**config.mk**
```make
export PLATFORM = sky130hd
export DESIGN_NAME = rgb_layer_blend_unit_top
export DESIGN_NICKNAME = d
export VERILOG_FILES = /design/src/hdl/rlb_pkg.sv /design/src/hdl/rlb_channel.sv /design/src/hdl/rgb_layer_blend_unit_top.sv
export SDC_FILE = /design/constraint.sdc
export NUM_CORES = 1
export LEC_CHECK = 0
export ABC_AREA = 1
export BUFFER_PORTS_ARGS = -buffer_cell sky130_fd_sc_hd__buf_2
export CAP_MARGIN = 40
export CORE_MARGIN = 2
export CORE_UTILIZATION = 59
export CTS_CLUSTER_SIZE = 40
export DETAILED_ROUTE_END_ITERATION = 12
export PLACE_DENSITY = 0.76
export SYNTH_ARGS = -nofsm -noshare
export SYNTH_HDL_FRONTEND = slang
export SYNTH_SLANG_ARGS = --single-unit
```
**constraint.sdc**
```tcl
create_clock -name clk_i -period 5.5 [get_ports clk_i]
set_input_delay 1.1 -clock clk_i [delete_from_list [all_inputs] [get_ports clk_i]]
set_output_delay 1.1 -clock clk_i [all_outputs]
set_load 0.01 [all_outputs]
```
**src/hdl/rlb_pkg.sv**
```systemverilog
package rlb_pkg;

  localparam int unsigned ChW = 8;

  // blend_mode register codes
  localparam logic [1:0] ModeMultiply = 2'd0;
  localparam logic [1:0] ModeSubtract = 2'd1;
  localparam logic [1:0] ModeScreen   = 2'd2;
  localparam logic [1:0] ModeOverlay  = 2'd3;

  // Width of the biased product: 2 * 255 * 255 + 127 fits in 17 bits
  localparam int unsigned ProdW = 17;

  // Bias added before the divide so the quotient rounds to nearest
  localparam logic [ProdW-1:0] RoundBias = 17'd127;

  // floor(x / 255) == (x * Div255Recip) >> Div255Shift for every x < 132626
  localparam int unsigned RecipW      = 18;
  localparam logic [RecipW-1:0] Div255Recip = 18'd131587;
  localparam int unsigned Div255Shift = 25;
  localparam int unsigned ScaledW     = ProdW + RecipW;

  // Per-stage load enables of the pipeline
  typedef struct packed {
    logic s1;
    logic s2;
    logic s3;
    logic out;
  } rlb_adv_t;

endpackage

```
**src/hdl/rlb_channel.sv**
```systemverilog
module rlb_channel (
  input  logic                      clk_i,
  input  rlb_pkg::rlb_adv_t         adv_i,
  input  logic [1:0]                mode_i,
  input  logic [rlb_pkg::ChW-1:0]   top_i,
  input  logic [rlb_pkg::ChW-1:0]   bottom_i,
  output logic [rlb_pkg::ChW-1:0]   out_o
);

  // Stage 1: operand selection
  logic [rlb_pkg::ChW-1:0] opa_d, opa_q;
  logic [rlb_pkg::ChW-1:0] opb_d, opb_q;
  logic                    dbl_d, dbl_q;
  logic                    inv_d, inv_q;
  logic                    sub_d, sub_q;
  logic [rlb_pkg::ChW-1:0] diff_d, diff_q;
  logic [rlb_pkg::ChW:0]   diff_wide;

  // Stage 2: biased product
  logic [2*rlb_pkg::ChW-1:0]  prod;
  logic [rlb_pkg::ProdW-1:0]  biased_d, biased_q;
  logic                       inv2_q, sub2_q;
  logic [rlb_pkg::ChW-1:0]    diff2_q;

  // Stage 3: scaled by reciprocal of 255
  logic [rlb_pkg::ScaledW-1:0] scaled_d, scaled_q;
  logic                        inv3_q, sub3_q;
  logic [rlb_pkg::ChW-1:0]     diff3_q;

  // Output register
  logic [rlb_pkg::ChW-1:0] quot;
  logic [rlb_pkg::ChW-1:0] out_d, out_q;

  assign diff_wide = {1'b0, bottom_i} - {1'b0, top_i};

  always_comb begin
    opa_d  = top_i;
    opb_d  = bottom_i;
    dbl_d  = 1'b0;
    inv_d  = 1'b0;
    sub_d  = 1'b0;
    // clamp at zero when the top value exceeds the bottom
    diff_d = diff_wide[rlb_pkg::ChW] ? '0 : diff_wide[rlb_pkg::ChW-1:0];
    case (mode_i)
      rlb_pkg::ModeMultiply: begin
      end
      rlb_pkg::ModeSubtract: begin
        sub_d = 1'b1;
      end
      rlb_pkg::ModeScreen: begin
        opa_d = ~top_i;
        opb_d = ~bottom_i;
        inv_d = 1'b1;
      end
      rlb_pkg::ModeOverlay: begin
        dbl_d = 1'b1;
        // bottom above 127 takes the screen-like branch
        if (bottom_i[rlb_pkg::ChW-1]) begin
          opa_d = ~top_i;
          opb_d = ~bottom_i;
          inv_d = 1'b1;
        end
      end
      default: begin
      end
    endcase
  end

  always_ff @(posedge clk_i) begin
    if (adv_i.s1) begin
      opa_q  <= opa_d;
      opb_q  <= opb_d;
      dbl_q  <= dbl_d;
      inv_q  <= inv_d;
      sub_q  <= sub_d;
      diff_q <= diff_d;
    end
  end

  assign prod     = opa_q * opb_q;
  assign biased_d = ({1'b0, prod} << dbl_q) + rlb_pkg::RoundBias;

  always_ff @(posedge clk_i) begin
    if (adv_i.s2) begin
      biased_q <= biased_d;
      inv2_q   <= inv_q;
      sub2_q   <= sub_q;
      diff2_q  <= diff_q;
    end
  end

  assign scaled_d = rlb_pkg::ScaledW'(biased_q)
                  * rlb_pkg::ScaledW'(rlb_pkg::Div255Recip);

  always_ff @(posedge clk_i) begin
    if (adv_i.s3) begin
      scaled_q <= scaled_d;
      inv3_q   <= inv2_q;
      sub3_q   <= sub2_q;
      diff3_q  <= diff2_q;
    end
  end

  // quotient never exceeds 255 for any mode
  assign quot = scaled_q[rlb_pkg::Div255Shift +: rlb_pkg::ChW];

  always_comb begin
    if (sub3_q) begin
      out_d = diff3_q;
    end else if (inv3_q) begin
      out_d = ~quot;
    end else begin
      out_d = quot;
    end
  end

  always_ff @(posedge clk_i) begin
    if (adv_i.out) begin
      out_q <= out_d;
    end
  end

  assign out_o = out_q;

endmodule

```
**src/hdl/rgb_layer_blend_unit_top.sv**
```systemverilog
// Pipeline: an accepted input item passes the registered stages operand select,
// product, reciprocal scale and output register before output tvalid.
// Throughput: one item per cycle; every stage holds under back-pressure.
// Reset: rst_ni clears all stage valid bits and sets blend_mode to multiply.
module rgb_layer_blend_unit_top (
  input  logic        clk_i,
  input  logic        rst_ni,
  // configuration write: blend_mode
  input  logic        cfg_valid_i,
  output logic        cfg_ready_o,
  input  logic [1:0]  cfg_data_i,
  // input items
  input  logic        s_axis_tvalid_i,
  output logic        s_axis_tready_o,
  // top_red, top_green, top_blue, bottom_red, bottom_green, bottom_blue
  input  logic [47:0] s_axis_tdata_i,
  // output items
  output logic        m_axis_tvalid_o,
  input  logic        m_axis_tready_i,
  // out_red, out_green, out_blue
  output logic [23:0] m_axis_tdata_o
);

  localparam int unsigned NumCh = 3;
  localparam int unsigned ChW   = rlb_pkg::ChW;

  logic [1:0]        mode_q;
  logic              v1_q, v2_q, v3_q, vout_q;
  rlb_pkg::rlb_adv_t adv;

  assign cfg_ready_o = 1'b1;

  always_ff @(posedge clk_i or negedge rst_ni) begin
    if (!rst_ni) begin
      mode_q <= rlb_pkg::ModeMultiply;
    end else if (cfg_valid_i) begin
      mode_q <= cfg_data_i;
    end
  end

  // a stage loads when it is empty or its content moves on
  assign adv.out = !vout_q || m_axis_tready_i;
  assign adv.s3  = !v3_q || adv.out;
  assign adv.s2  = !v2_q || adv.s3;
  assign adv.s1  = !v1_q || adv.s2;

  assign s_axis_tready_o = adv.s1;

  always_ff @(posedge clk_i or negedge rst_ni) begin
    if (!rst_ni) begin
      v1_q   <= 1'b0;
      v2_q   <= 1'b0;
      v3_q   <= 1'b0;
      vout_q <= 1'b0;
    end else begin
      if (adv.s1) begin
        v1_q <= s_axis_tvalid_i;
      end
      if (adv.s2) begin
        v2_q <= v1_q;
      end
      if (adv.s3) begin
        v3_q <= v2_q;
      end
      if (adv.out) begin
        vout_q <= v3_q;
      end
    end
  end

  for (genvar c = 0; c < NumCh; c++) begin : g_ch
    rlb_channel u_channel (
      .clk_i    (clk_i),
      .adv_i    (adv),
      .mode_i   (mode_q),
      .top_i    (s_axis_tdata_i[c*ChW +: ChW]),
      .bottom_i (s_axis_tdata_i[(c+NumCh)*ChW +: ChW]),
      .out_o    (m_axis_tdata_o[c*ChW +: ChW])
    );
  end

  assign m_axis_tvalid_o = vout_q;

endmodule

```
==> metrics, run 1 <==
clk root buf=clkbuf_16; Initial DRC Count=1447; # IOs=82; Worst-Skew Late Latency=570 ps; total die area=0.04567 mm²; Cells after DPL=3771; Initial Util=0.5997; Total Wirelength=57.86 mm; Max FO, Critical Path=9; Cell Chain, Critical Path=nand2_1, fa_1, fa_1, inv_1, fa_1, inv_1, fa_1, inv_1, ha_1, nand2_1, inv_1, nand2_1, nand2_1, nand2_1, nand3_1, nand2_1, nand3_1, nand2_1, nand2_1, nor2_1, nand2_1, nand2_1, nand2_1; RSZ-0062 raised after global routing=no; list of most frequent post-synthesis cells=nand2_1, inv_1, ha_1; Vias per Instance=5.253; Reg clk slew, reported paths=60 ps; Max Cap Viol=0; Crit Path Class=reg2reg; initial antenna violation count=0; Critical Path Slowest Stage Cell=fa_1; Final nets=3837; worst min path class=in2async; layout cell share with drive strength beyond 1=0.06215; DRC=0; total CTS buffers=27; Post-CTS Setup Bufs=0; syn avg cell area=8.183 µm²; grt ovf=0; sinks on the clock net=238; post_cts resized=0; fillers=3580; cell mode on critical path=nand2_1; CP Data Required Time=5820 ps; Final period util=0.8723; Worst path top cell family by delay=adder cells; HPWL after detailed placement=48.03 mm; area leader, netlist=edfxtp_1; Main synth FF type=edfxtp_1; Slew headroom=0.4604; Detail Route Antenna Nets=0; area grow syn2layout=6.915%; Hold Buf Count CTS=0; die width=213.7 µm; gr usage total=0.2605; DIE HEIGHT=213.7 µm; largest net degree at the start of global routing=59; WL per Instance=15.15 µm; PortBufs=80; most common cell in the synthesized netlist=nand2_1; via count=20060; Fin Clk Skew=23.43 ps; status=finished clean; Antenna diodes=0; Crit path arrival time=5120 ps; synth warn=0; Post-synth EDFFs=232; core box area=0.04327 mm²; Startpoint Class=register; number of synthesized register bits=238; Hold Vio Cnt, Final=0; Post-Syn Area=0.02595 mm²; H-tree levels=1; crit path buf inv count=4; post-synth top area share=0.2685; Synth cell types=54; CTS tree=done; Max Clk Rate=208.4 MHz; Worst Setup End Kind=register; final setup fails=0; max-slew violations=0; aggregate negative setup slack=0 ps; sequential share of the synthesized area=0.2743; post-route insts no fill=3819; Worst Tran Pin Value=808.2 ps; first-pass GRT wire length=95.57 mm; Mapped Nets=3793; Mapped Cells=3171; Area contributors post-synth=edfxtp_1, ha_1, fa_1, nand2_1, inv_1; worst-case clock buffer depth=3; max incr delay on CP=560 ps; min Tclk post-route=4798 ps; FFs w/ async S/R, synth=0.02521; DR pass1 iterations=5; vias in the first global route=19740; final RePlAce weighted congestion=0.9349; site row count=76
## logic make-up after synthesis
family / after synthesis / share of synthesized area
AO/OA/AOI/OAI: 256 / 0.05733
XOR/XNOR: 109 / 0.03679
flip-flops: 238 / 0.2743
adder cells (fa/ha/maj): 567 / 0.3159
buffers and inverters: 784 / 0.1160
AND/OR/NAND/NOR: 1216 / 0.1996
other: 1 / 0.0001445
## cells in the final DEF, fill, tap and decap left out, types with 9 or more instances in the layout
cell type and n:
a21o_1 9, a21oi_1 99, a31oi_1 11, buf_2 80, clkbuf_16 27, edfxtp_1 232
fa_1 147, ha_1 420, inv_1 703, nand2_1 754, nand2_2 21, nand3_1 189
nand4_1 36, nor2_1 148, nor3_1 14, nor4_1 10, o21ai_0 75, o21ai_1 9
o21bai_1 9, or2_2 9, xnor2_1 40, xor2_1 69
## per-stage QoR
| step | hold WS [ps] | util | worst slack (ps) | instance area, µm² |
|---|---|---|---|---|
| after global placement | 400.3 | 0.6198 | 809.3 | 26820 |
| after floorplan | 400.3 | - | 360.1 | 25950 |
| after global routing | 356.8 | 0.6412 | 364.5 | 27740 |
| after detailed placement | 404.5 | 0.6204 | 703.7 | 26840 |
| after CTS | 335.8 | 0.6412 | 716.9 | 27740 |
| final | 365.9 | 0.6412 | 702.1 | 27740 |
## registers in the layout, summed over array words and instances, names as in the netlist
name	count
m_axis_tvalid_o	1
v3_q	1
g_ch.u_channel.sub3_q	1
g_ch.u_channel.dbl_q	1
g_ch.u_channel.opb_q	24
g_ch.u_channel.biased_q	51
g_ch.u_channel.scaled_q	24
v1_q	1
mode_q	2
g_ch.u_channel.diff_q	24
g_ch.u_channel.inv3_q	3
v2_q	1
g_ch.u_channel.sub_q	1
g_ch.u_channel.inv_q	3
g_ch.u_channel.diff3_q	24
g_ch.u_channel.inv2_q	3
g_ch.u_channel.diff2_q	24
g_ch.u_channel.opa_q	24
g_ch.u_channel.sub2_q	1
g_ch.u_channel.out_o	24
## metal layers
| metal | track usage | vias up | share of wire |
|---|---|---|---|
| met3 | 0.02636 | 77 | 0.050 |
| li1 | - | 10150 | - |
| met1 | 0.3810 | 9345 | 0.49 |
| met2 | 0.4176 | 493 | 0.44 |
| met5 | 0 | - | 0 |
| met4 | 0.06418 | 0 | 0.021 |
## cell type report
| class | instances | area [µm²] | area share |
|---|---|---|---|
| clock inverter | 17 | 207.7 | 0.007487 |
| clock buffer | 31 | 690.7 | 0.02490 |
| inverter | 710 | 2665 | 0.09606 |
| sequential | 238 | 7117 | 0.2565 |
| timing repair buffer | 89 | 500.5 | 0.01804 |
| tap | 585 | 732.0 | 0.02638 |
| multi-input combinational | 2149 | 15830 | 0.5706 |
## path summary, 6_finish.rpt
check | endpoint | from | slack, ps | cells after the start
max | g_ch[2].u_channel.biased_q[15] | g_ch[2].u_channel.opa_q[0] | 700 | 23
min | mode_q[0] | rst_ni | 370 | 1
max reg2reg | g_ch[2].u_channel.biased_q[15] | g_ch[2].u_channel.opa_q[0] | 700 | 23
min reg2reg | g_ch[1].u_channel.diff3_q[4] | g_ch[1].u_channel.diff2_q[4] | 410 | 0
max in group asynchronous | mode_q[1] | rst_ni | 4970 | 1
min in group clk_i | g_ch[1].u_channel.diff3_q[4] | g_ch[1].u_channel.diff2_q[4] | 410 | 0
Power of run 1 is not shown: default switching activity piles up to over one toggle a cycle in this logic, so the estimate is an artifact.
==> run 2, diff against run 1 <==
- ABC_AREA: 1 -> default
- CORE_UTILIZATION: 59 -> 58
- PLACE_DENSITY: 0.76 -> 0.75
==> metrics, run 2 <==
area grow syn2layout=10.83%; initial antenna violation count=0; worst-case clock buffer depth=3; first-pass GRT wire length=80.39 mm; Reg with most FFs=g_ch.u_channel.biased_q; Max Clk Rate=185.0 MHz; Worst Setup End Kind=register; FFs w/ async S/R, synth=0.02521; Startpoint Class=register; PortBufs=80; min Tclk post-route=5404 ps; list of most frequent post-synthesis cells=ha_1, inv_1, edfxtp_1; post-synth top area share=0.2919; sequential share of the synthesized area=0.2981; Crit Path Class=reg2reg; Initial Util=0.5859; Multi-input gate area=0.01559 mm²; HPWL after detailed placement=38.49 mm; Largest register FFs=51; Worst-Skew Late Latency=550 ps; DRC=0; Cell Chain, Critical Path=buf_4, and2_1, fa_1, fa_1, fa_1, inv_1, fa_1, inv_1, ha_4, nor3_1, nor2_1, a311oi_4, and4_1, o32ai_2, or3_1, a22o_1; Mapped Nets=2921; Total Wirelength=49.20 mm; max-slew violations=0; clk root buf=clkbuf_16; post-route insts no fill=2989; via count=16710; Post-Syn Area=0.02387 mm²; Sequential Area=0.007117 mm²; Final Core Density=0.6494; gr usage total=0.2318; total die area=0.04280 mm²; Max Cap Viol=0; worst min path class=in2async; number of synthesized register bits=238; syn avg cell area=10.38 µm²; cell mode on critical path=fa_1; CP Data Required Time=5800 ps; status=finished clean; Fin Clk Skew=14.52 ps; Reg clk slew, reported paths=60 ps; Synth cell types=87; # IOs=82; DR pass1 iterations=5; Detail Route Antenna Nets=0; area leader, netlist=edfxtp_1; sinks on the clock net=238; Worst Tran Pin Value=887.6 ps; Initial DRC Count=846; H-tree levels=1; WL per Instance=16.46 µm; core box area=0.04074 mm²; Cells after DPL=2904; Area contributors post-synth=edfxtp_1, ha_1, fa_1, inv_1, and2_1; layout cell share with drive strength beyond 1=0.1071; Final period util=0.9826; GR peak layer=met2; largest net degree at the start of global routing=68; Post-synth EDFFs=232; max incr delay on CP=550 ps; commonest cells after routing, fill and taps aside=ha_1, inv_1, edfxtp_1; Crit path arrival time=5700 ps; Main synth FF type=edfxtp_1; total CTS buffers=24; Hold Vio Cnt, Final=0; Final nets=3062; GR Util met1=0.3394; grt ovf=0; vias in the first global route=16320; Mapped Cells=2299; CTS tree=done; most common cell in the synthesized netlist=ha_1; final setup fails=0; Max FO, Critical Path=7; site row count=74; GR Util met3=0.01633; die width=206.9 µm; Slew headroom=0.4083; Critical Path Slowest Stage Cell=fa_1; fillers=3143; synth warn=0; most common cell after layout, fill and taps aside=ha_1; met2 Resource Use GR=0.3777; final RePlAce weighted congestion=0.8861; Vias per Instance=5.589; DIE HEIGHT=206.9 µm
## run 2: cell count changes after synthesis, moves of 54 or more
cell	delta
and2_1	+171
xnor2_1	+80
nand2_1	-637
inv_1	-369
nand3_1	-150
nor2_1	-54
## run 2: worst max-delay path, delay by kind of cell, from the launching register on
family	cells	cell delay [ps]
adders and majority gates	5	2320
DFF	1	500
and+or+nand+nor	5	1300
AOI/OAI and AO/OA	3	750
buffers and inverters	3	300
## run 2: cell type report
cell class | instances | area share
multi-input combinational | 1681 | 0.5894
sequential | 238 | 0.2690
inverter | 338 | 0.04796
timing repair buffer | 157 | 0.03802
tap | 532 | 0.02516
clock buffer | 27 | 0.02388
clock inverter | 15 | 0.006479
antenna | 1 | 0.00009459
## run 2: logic make-up after synthesis
group	count (synthesis)	synth area share
AOI/OAI and AO/OA	348	0.09949
xor gates and xnor gates	155	0.05750
adders and majority gates	568	0.3439
buffers and inverters	380	0.06033
DFF	238	0.2981
muxes	21	0.009015
other	1	0.0001571
and+or+nand+nor	588	0.1315
## run 2: metrics by stage
step	setup slack (ps)	area [µm²]	TNS [ps]	hold WS, ps
3_3_place_gp	116.1	25040	0	400.8
2_1_floorplan	2.456	23870	0	400.3
6_report	95.58	26460	0	363.2
3_5_place_dp	33.09	25080	0	404.5
5_1_grt	-43.64	26450	-100.3	362.4
4_1_cts	2.711	25890	0	344.7
## run 2: final timing paths
kind	startpoint	endpoint	slack, ps	cells past startpoint
min in group clk_i	g_ch[0].u_channel.diff2_q[1]	g_ch[0].u_channel.diff3_q[1]	420	0
worst min-delay path	rst_ni	mode_q[0]	360	1
max in group asynchronous	rst_ni	v2_q	4990	1
worst max-delay path	g_ch[2].u_channel.opb_q[2]	g_ch[2].u_channel.biased_q[16]	100	16
worst max register to register	g_ch[2].u_channel.opb_q[2]	g_ch[2].u_channel.biased_q[16]	100	16
worst min register to register	g_ch[0].u_channel.diff2_q[1]	g_ch[0].u_channel.diff3_q[1]	420	0
## run 2: timing repair
| action | 4_1_cts | 5_1_grt |
|---|---|---|
| resized for setup | 0 | 48 |
| setup endpoints to repair | 1 | 14 |
| cloned | 0 | 0 |
| buffers inserted | 1 | 41 |
| pin swaps | 0 | 24 |
| hold buffers | 0 | 0 |
## run 2: layer usage
layer,part of all wire,vias up
li1,-,8269
met1,0.48,7971
met2,0.46,400
met3,0.042,66
met4,0.020,0
met5,0,-
Power of run 2 is left out for the same reason.
